File: src/hdl/mom_pkg.sv
// Shared widths and types for the Mandelbrot orbit magnitude block.
// Used by mom_mul, mom_sqrt and mandelbrot_orbit_magnitude; depends on nothing.
package mom_pkg;

   localparam int CoordWidth = 16;   // c parts, Q3.13
   localparam int ZWidth     = 32;   // z parts, Q8.24
   localparam int ProdWidth  = 64;   // exact products, Q16.48
   localparam int CountWidth = 11;   // iteration count register
   localparam int MagWidth   = 24;   // magnitude, Q8.16
   localparam int RadWidth   = 48;   // square root radicand
   localparam int StepWidth  = 5;    // square root step counter

   localparam logic [CountWidth-1:0] CountReset = CountWidth'(100);
   localparam logic [MagWidth-1:0]   MagMax     = {MagWidth{1'b1}};

   typedef struct packed {
      logic                done;
      logic [MagWidth-1:0] root;
   } sqrt_status_type;

endpackage

File: src/hdl/mom_mul.sv
// Registered 32 x 32 signed multiplier shared by all orbit and magnitude products.
// Depends on mom_pkg for the operand and product widths.
module mom_mul
   import mom_pkg::*;
(
   input  logic                        clock,
   input  logic signed [ZWidth-1:0]    op_a,
   input  logic signed [ZWidth-1:0]    op_b,
   output logic signed [ProdWidth-1:0] product
);

   logic signed [ProdWidth-1:0] prod_ff;
   logic signed [ProdWidth-1:0] prod_in;

   assign prod_in = ProdWidth'(op_a) * ProdWidth'(op_b);

   always_ff @(posedge clock) begin
      prod_ff <= prod_in;
   end

   assign product = prod_ff;

endmodule

File: src/hdl/mom_sqrt.sv
// Digit-by-digit integer square root, one result bit per cycle.
// Depends on mom_pkg for widths and the status struct.
module mom_sqrt
   import mom_pkg::*;
(
   input  logic                  clock,
   input  logic                  reset,
   input  logic                  start,
   input  logic [RadWidth-1:0]   radicand,
   output sqrt_status_type       status
);

   localparam logic [StepWidth-1:0] LastStep = StepWidth'(MagWidth - 1);

   logic                  busy_ff, busy_in;
   logic                  done_ff, done_in;
   logic [StepWidth-1:0]  step_ff, step_in;
   logic [RadWidth-1:0]   rad_ff, rad_in;
   logic [MagWidth+1:0]   rem_ff, rem_in;
   logic [MagWidth-1:0]   root_ff, root_in;

   logic [MagWidth+3:0]   rem_shift;
   logic [MagWidth+3:0]   trial;
   logic [MagWidth+3:0]   rem_sub;

   // Bring down the next two radicand bits and try root*4+1 against them.
   assign rem_shift = {rem_ff, rad_ff[RadWidth-1 -: 2]};
   assign trial     = (MagWidth+4)'({root_ff, 2'b01});
   assign rem_sub   = rem_shift - trial;

   always_comb begin
      busy_in = busy_ff;
      done_in = 1'b0;
      step_in = step_ff;
      rad_in  = rad_ff;
      rem_in  = rem_ff;
      root_in = root_ff;
      if (start) begin
         busy_in = 1'b1;
         step_in = '0;
         rad_in  = radicand;
         rem_in  = '0;
         root_in = '0;
      end else if (busy_ff) begin
         rad_in  = {rad_ff[RadWidth-3:0], 2'b00};
         step_in = step_ff + StepWidth'(1);
         if (rem_shift >= trial) begin
            rem_in  = rem_sub[MagWidth+1:0];
            root_in = {root_ff[MagWidth-2:0], 1'b1};
         end else begin
            rem_in  = rem_shift[MagWidth+1:0];
            root_in = {root_ff[MagWidth-2:0], 1'b0};
         end
         if (step_ff == LastStep) begin
            busy_in = 1'b0;
            done_in = 1'b1;
         end
      end
   end

   always_ff @(posedge clock) begin
      if (reset) begin
         busy_ff <= 1'b0;
         done_ff <= 1'b0;
         step_ff <= '0;
      end else begin
         busy_ff <= busy_in;
         done_ff <= done_in;
         step_ff <= step_in;
      end
   end

   always_ff @(posedge clock) begin
      rad_ff  <= rad_in;
      rem_ff  <= rem_in;
      root_ff <= root_in;
   end

   assign status.done = done_ff;
   assign status.root = root_ff;

endmodule

File: src/hdl/mandelbrot_orbit_magnitude.sv
// Mandelbrot orbit magnitude: iterates z = z*z + c for one point, then returns |z|.
// Depends on mom_pkg, mom_mul (shared multiplier) and mom_sqrt (square root unit).
//
//   channel  direction  handshake               payload
//   req      in         req_valid / req_ready   req_c_real, req_c_imag (Q3.13)
//   rsp      out        rsp_valid / rsp_ready   rsp_magnitude (Q8.16), rsp_saturated
//   csr      in         csr_valid / csr_ready   csr_iteration_count
//
// A request runs up to n orbit steps, n being the iteration count clamped to
// ITER_LIMIT: each step uses the single multiplier in S_SQ_R, S_SQ_I and S_CROSS,
// and the magnitude takes two more products, a sum and a square root. An overflow
// ends the orbit early. req_ready is high only while no request is in work; a finished
// result waits in the output register. Reset is synchronous and sets the count to 100.
module mandelbrot_orbit_magnitude
   import mom_pkg::*;
#(
   parameter int ITER_LIMIT = 1024
)
(
   input  logic                          clock,
   input  logic                          reset,
   input  logic                          req_valid,
   output logic                          req_ready,
   input  logic signed [CoordWidth-1:0]  req_c_real,
   input  logic signed [CoordWidth-1:0]  req_c_imag,
   output logic                          rsp_valid,
   input  logic                          rsp_ready,
   output logic [MagWidth-1:0]           rsp_magnitude,
   output logic                          rsp_saturated,
   input  logic                          csr_valid,
   output logic                          csr_ready,
   input  logic [CountWidth-1:0]         csr_iteration_count
);

   localparam int CountMax = (1 << CountWidth) - 1;
   localparam int CapValue = (ITER_LIMIT < CountMax) ? ITER_LIMIT : CountMax;
   localparam logic [CountWidth-1:0] CountCap = CountWidth'(CapValue);
   localparam int SumWidth = ProdWidth - 22;   // room for a shifted product plus c

   typedef enum logic [9:0] {
      S_IDLE    = 10'b0000000001,
      S_SQ_R    = 10'b0000000010,
      S_SQ_I    = 10'b0000000100,
      S_CROSS   = 10'b0000001000,
      S_UPDATE  = 10'b0000010000,
      S_MAG_R   = 10'b0000100000,
      S_MAG_I   = 10'b0001000000,
      S_MAG_SUM = 10'b0010000000,
      S_ROOT    = 10'b0100000000,
      S_EMIT    = 10'b1000000000
   } state_type;

   state_type state_ff, state_in;

   logic [CountWidth-1:0]        count_ff, count_in;
   logic [CountWidth-1:0]        steps_ff, steps_in;
   logic [CountWidth-1:0]        step_ff, step_in;
   logic signed [CoordWidth-1:0] c_real_ff, c_real_in;
   logic signed [CoordWidth-1:0] c_imag_ff, c_imag_in;
   logic signed [ZWidth-1:0]     z_real_ff, z_real_in;
   logic signed [ZWidth-1:0]     z_imag_ff, z_imag_in;
   logic signed [ProdWidth-1:0]  rr_ff, rr_in;
   logic signed [ProdWidth-1:0]  diff_ff, diff_in;
   logic [MagWidth-1:0]          mag_ff, mag_in;
   logic                         sat_ff, sat_in;
   logic                         rsp_valid_ff, rsp_valid_in;
   logic [MagWidth-1:0]          rsp_mag_ff, rsp_mag_in;
   logic                         rsp_sat_ff, rsp_sat_in;

   logic signed [ZWidth-1:0]     op_a;
   logic signed [ZWidth-1:0]     op_b;
   logic signed [ProdWidth-1:0]  product;
   logic [CountWidth-1:0]        req_steps;
   logic signed [SumWidth-1:0]   c_real_wide;
   logic signed [SumWidth-1:0]   c_imag_wide;
   logic signed [SumWidth-1:0]   new_real;
   logic signed [SumWidth-1:0]   new_imag;
   logic                         overflow;
   logic [ProdWidth-1:0]         sq_sum;
   logic                         root_start;
   sqrt_status_type              root_status;

   mom_mul u_mul (
      .clock   (clock),
      .op_a    (op_a),
      .op_b    (op_b),
      .product (product)
   );

   mom_sqrt u_sqrt (
      .clock    (clock),
      .reset    (reset),
      .start    (root_start),
      .radicand (sq_sum[ProdWidth-1 -: RadWidth]),
      .status   (root_status)
   );

   always_comb begin
      case (state_ff)
         S_SQ_R, S_MAG_R: begin
            op_a = z_real_ff;
            op_b = z_real_ff;
         end
         S_SQ_I, S_MAG_I: begin
            op_a = z_imag_ff;
            op_b = z_imag_ff;
         end
         default: begin
            op_a = z_real_ff;
            op_b = z_imag_ff;
         end
      endcase
   end

   assign req_steps   = (count_ff > CountCap) ? CountCap : count_ff;
   assign c_real_wide = {{(SumWidth-CoordWidth-11){c_real_ff[CoordWidth-1]}}, c_real_ff, 11'b0};
   assign c_imag_wide = {{(SumWidth-CoordWidth-11){c_imag_ff[CoordWidth-1]}}, c_imag_ff, 11'b0};

   // Arithmetic shifts round toward minus infinity; the imaginary shift of 23 doubles zr*zi.
   assign new_real = SumWidth'(diff_ff >>> 24) + c_real_wide;
   assign new_imag = SumWidth'(product >>> 23) + c_imag_wide;
   assign overflow = (new_real[SumWidth-1:ZWidth-1] != {(SumWidth-ZWidth+1){new_real[ZWidth-1]}})
                  || (new_imag[SumWidth-1:ZWidth-1] != {(SumWidth-ZWidth+1){new_imag[ZWidth-1]}});

   // Both squares are non-negative and at most 2^62, so the sum fits unsigned.
   assign sq_sum     = unsigned'(rr_ff) + unsigned'(product);
   assign root_start = (state_ff == S_MAG_SUM);

   always_comb begin
      state_in     = state_ff;
      count_in     = count_ff;
      steps_in     = steps_ff;
      step_in      = step_ff;
      c_real_in    = c_real_ff;
      c_imag_in    = c_imag_ff;
      z_real_in    = z_real_ff;
      z_imag_in    = z_imag_ff;
      rr_in        = rr_ff;
      diff_in      = diff_ff;
      mag_in       = mag_ff;
      sat_in       = sat_ff;
      rsp_valid_in = rsp_valid_ff;
      rsp_mag_in   = rsp_mag_ff;
      rsp_sat_in   = rsp_sat_ff;

      if (csr_valid) begin
         count_in = csr_iteration_count;
      end
      if (rsp_valid_ff && rsp_ready) begin
         rsp_valid_in = 1'b0;
      end

      case (state_ff)
         S_IDLE: begin
            if (req_valid) begin
               c_real_in = req_c_real;
               c_imag_in = req_c_imag;
               z_real_in = '0;
               z_imag_in = '0;
               step_in   = '0;
               steps_in  = req_steps;
               state_in  = (req_steps == '0) ? S_MAG_R : S_SQ_R;
            end
         end
         S_SQ_R: begin
            state_in = S_SQ_I;
         end
         S_SQ_I: begin
            rr_in    = product;
            state_in = S_CROSS;
         end
         S_CROSS: begin
            diff_in  = rr_ff - product;
            state_in = S_UPDATE;
         end
         S_UPDATE: begin
            if (overflow) begin
               // z keeps its last in-range value; the result is forced to full scale.
               mag_in   = MagMax;
               sat_in   = 1'b1;
               state_in = S_EMIT;
            end else begin
               z_real_in = new_real[ZWidth-1:0];
               z_imag_in = new_imag[ZWidth-1:0];
               step_in   = step_ff + CountWidth'(1);
               state_in  = (step_ff + CountWidth'(1) < steps_ff) ? S_SQ_R : S_MAG_R;
            end
         end
         S_MAG_R: begin
            state_in = S_MAG_I;
         end
         S_MAG_I: begin
            rr_in    = product;
            state_in = S_MAG_SUM;
         end
         S_MAG_SUM: begin
            state_in = S_ROOT;
         end
         S_ROOT: begin
            if (root_status.done) begin
               mag_in   = root_status.root;
               sat_in   = 1'b0;
               state_in = S_EMIT;
            end
         end
         S_EMIT: begin
            if (!rsp_valid_ff || rsp_ready) begin
               rsp_valid_in = 1'b1;
               rsp_mag_in   = mag_ff;
               rsp_sat_in   = sat_ff;
               state_in     = S_IDLE;
            end
         end
         default: begin
            state_in = S_IDLE;
         end
      endcase
   end

   always_ff @(posedge clock) begin
      if (reset) begin
         state_ff     <= S_IDLE;
         count_ff     <= CountReset;
         steps_ff     <= '0;
         step_ff      <= '0;
         rsp_valid_ff <= 1'b0;
      end else begin
         state_ff     <= state_in;
         count_ff     <= count_in;
         steps_ff     <= steps_in;
         step_ff      <= step_in;
         rsp_valid_ff <= rsp_valid_in;
      end
   end

   always_ff @(posedge clock) begin
      c_real_ff  <= c_real_in;
      c_imag_ff  <= c_imag_in;
      z_real_ff  <= z_real_in;
      z_imag_ff  <= z_imag_in;
      rr_ff      <= rr_in;
      diff_ff    <= diff_in;
      mag_ff     <= mag_in;
      sat_ff     <= sat_in;
      rsp_mag_ff <= rsp_mag_in;
      rsp_sat_ff <= rsp_sat_in;
   end

   assign req_ready     = (state_ff == S_IDLE);
   assign csr_ready     = 1'b1;
   assign rsp_valid     = rsp_valid_ff;
   assign rsp_magnitude = rsp_mag_ff;
   assign rsp_saturated = rsp_sat_ff;

endmodule
File: config.mk
export PLATFORM = sky130hd
export DESIGN_NAME = mandelbrot_orbit_magnitude
export DESIGN_NICKNAME = d
export VERILOG_FILES = /design/src/hdl/mom_pkg.sv /design/src/hdl/mom_mul.sv /design/src/hdl/mom_sqrt.sv /design/src/hdl/mandelbrot_orbit_magnitude.sv
export SDC_FILE = /design/constraint.sdc
export NUM_CORES = 2
export LEC_CHECK = 0
export BUFFER_PORTS_ARGS = -buffer_cell sky130_fd_sc_hd__buf_2
export CORE_MARGIN = 8
export CORE_UTILIZATION = 30
export DETAILED_ROUTE_END_ITERATION = 10
export SYNTH_ARGS = -nofsm -noshare
export SYNTH_HDL_FRONTEND = slang
export SYNTH_SLANG_ARGS = --single-unit
File: constraint.sdc
create_clock -name clock -period 15.15 [get_ports clock]
set_clock_uncertainty 0.2 [all_clocks]
set_input_delay 1.515 -clock clock [delete_from_list [all_inputs] [get_ports clock]]
set_output_delay 1.515 -clock clock [all_outputs]
set_load 0.05 [all_outputs]
==> impl_metrics.json <==
{
  "status": "complete, no violations",
  "design.core.area_sq_mm": 0.204,
  "fin_nets": 7986,
  "layout_commonest_cell": "inv_1",
  "synth.distinct_cells": 93,
  "synth-edff-count": 298,
  "grt_overflow": 0,
  "antenna_found_initial": 5,
  "ios": 76,
  "reg2reg_to": "u_mul.product[62]",
  "finalWeightedCongestion": 0.911,
  "cts_buffers": 46,
  "clock_latency_ns": 0.61,
  "holdBufCountCts": 0,
  "multiInputGateArea_sq_mm": 0.0441,
  "tns_ns": 0,
  "synth_top_cell_area_share_pct": 35.4,
  "ys_seq_elements": 463,
  "worst_pin_slew_ns": 1.28,
  "cts_root_buf": "clkbuf_16",
  "netlist_instances": 6496,
  "hpwl_mm": 145,
  "rrSetupSlack_ns": 3.41,
  "hold_class": "flip-flop to flip-flop",
  "drt_iter0_markers": 3787,
  "yosysWarnings": 0,
  "endpoint_kind": "flip-flop",
  "cts.sinks": 463,
  "vias_per_cell": 5.02,
  "setup_viol": 0,
  "grt_pass1_vias": 48100,
  "crit_fanout": 48,
  "dr_total_vias": 46000,
  "io_buffers": 74,
  "syn_nets": 8033,
  "startpoint_type": "flip-flop",
  "route.detailed.drc": 0,
  "die_area_sq_mm": 0.219,
  "ys.flop_type": "edfxtp_1",
  "cts_tree": "yes",
  "drive_gt1_share_pct": 5.52,
  "slew_viol_final": 0,
  "syn-cell-area_sq_mm": 0.0614,
  "ys_top_cells_by_area": "fa_1, edfxtp_1, ha_1",
  "postSynth.asyncResetShare_pct": 0,
  "yosys.area.top_type": "fa_1",
  "start_util_pct": 30.1,
  "grt_pass1_wl_mm": 287,
  "period_needed_ns": 11.74,
  "routed_wl_mm": 186,
  "cts_resized": 0,
  "rr_startpoint": "state_ff[7]",
  "syn2layout_area_growth_pct": 8.66,
  "max_freq_mhz": 85.2,
  "max_slew_margin_pct": 14.4,
  "cpPeakStageDelay_ns": 1.05,
  "seqCellArea_sq_mm": 0.0123,
  "worstPathRequired_ns": 15.48,
  "grt_setup_unrepaired": "false",
  "crit_type": "flip-flop to flip-flop",
  "cts_setup_buffers": 0,
  "grt_max_degree": 93,
  "endpoint": "u_mul.product[62]",
  "syn_avg_cell_area_sq_um": 9.45,
  "cp_slowest_cell": "fa_1",
  "final_antenna_net_count": 0,
  "crit_arrival_ns": 12.06,
  "cap_violations": 0,
  "finalCritPeriodShare_pct": 77.5,
  "cts_buffer_depth": 3,
  "critPathLaunch": "state_ff[7]",
  "htreeDepth": 2,
  "fillers": 21000,
  "layout_common_cells": "inv_1, fa_1, nor2_1, nand2_1, ha_1",
  "drt_first_pass_iters": 6,
  "hold_viol_final": 0,
  "grt_usage_pct": 16.8,
  "timing.critical_path.mode_cell": "fa_1",
  "wl_per_cell_um": 20.3,
  "clk_pin_slew_ns": 0.07,
  "die_height_um": 468,
  "die_w_um": 468,
  "rows": 166,
  "reg2reg_depth": 29,
  "yosysSeqAreaShare_pct": 20.0
}
==> worst min-delay path by stage <==
| stage | startpoint | endpoint | slack (ns) | cells past startpoint |
|---|---|---|---|---|
| finish | mag_ff[21] | rsp_magnitude[21] | 0.21 | 0 |
| detailed placement | mag_ff[21] | rsp_magnitude[21] | 0.20 | 0 |
| global route | mag_ff[9] | rsp_magnitude[9] | 0.22 | 0 |
| floorplan | mag_ff[0] | rsp_magnitude[0] | 0.20 | 0 |
| CTS | mag_ff[21] | rsp_magnitude[21] | 0.22 | 0 |
| global placement | sat_ff | rsp_saturated | 0.21 | 0 |
==> sequential cells by signal (all words and copies together) (netlist names), 5 cells and up <==
register,count
rr_ff,64
u_mul.product,64
u_sqrt.rad_ff,48
diff_ff,40
z_imag_ff,32
z_real_ff,32
u_sqrt.rem_ff,26
mag_ff,24
rsp_magnitude,24
u_sqrt.root_ff,24
c_imag_ff,16
c_real_ff,16
count_ff,11
step_ff,11
steps_ff,11
state_ff,10
u_sqrt.step_ff,5
==> cell families (layout without fill, tap and decap cells) <==
group                    Yosys count  in the layout  synth area share, %
AO/OA/AOI/OAI                    790            790                 8.25
XOR/XNOR                         237            237                 3.41
adder cells (fa/ha/maj)         1489           1489                 43.6
buffers and inverters           1401           1391                 8.65
flip-flops                       463            463                 20.0
multiplexers                     151            151                 2.53
other                              1              7              0.00611
AND/OR/NAND/NOR                 1964           1964                 13.6
==> Yosys cell counts, types with 35 or more instances <==
cell type	count
inv_1	1137
fa_1	1084
nor2_1	796
nand2_1	787
ha_1	405
edfxtp_1	298
a21oi_1	240
clkbuf_1	237
xnor2_1	171
dfxtp_1	165
o21ai_0	155
mux2i_1	122
a21o_1	81
xor2_1	65
nor3_1	61
nand3_1	48
o21bai_1	48
a31oi_1	39
nand2b_1	39
a211oi_1	36
nand4_1	35
==> metal layers <==
metal | wire (um) | GRT usage (%)
met2 | 85900 | 27.5
met5 | 50 | 0.178
met4 | 10200 | 7.65
met1 | 76900 | 22.1
met3 | 13200 | 2.48
==> worst max-delay path, delay by kind of cell (launching register included) <==
family                   cells  cell delay, ns
AO/OA/AOI/OAI                9            1.96
AND/OR/NAND/NOR              8            3.23
flip-flops                   1            0.34
adder cells (fa/ha/maj)      9            5.12
buffers and inverters        2            0.57
XOR/XNOR                     1            0.16
==> per-stage QoR <==
step | setup slack, ns | util (%) | cell area [sq um] | std cells | hold WS [ns]
after floorplan | 3.95 | - | 61400 | 6496 | 0.200
after global placement | 3.78 | 31.9 | 65100 | 9089 | 0.206
after detailed placement | 3.48 | 31.9 | 65100 | 9089 | 0.205
after CTS | 3.45 | 32.7 | 66700 | 9174 | 0.215
after global routing | 2.92 | 32.7 | 66700 | 9180 | 0.223
final | 3.41 | 32.7 | 66700 | 9180 | 0.214
==> area by class of cell <==
| type | count | share of cell area, % |
|---|---|---|
| antenna | 6 | 0.0225 |
| timing repair buffer | 168 | 1.61 |
| multi-input combinational | 4632 | 66.2 |
| inverter | 1138 | 6.41 |
| clock buffer | 65 | 2.02 |
| tap | 2688 | 5.04 |
| sequential | 463 | 18.4 |
| clock inverter | 20 | 0.298 |
Power is not shown: default switching activity piles up to over one toggle a cycle in this logic, so the estimate is an artifact.
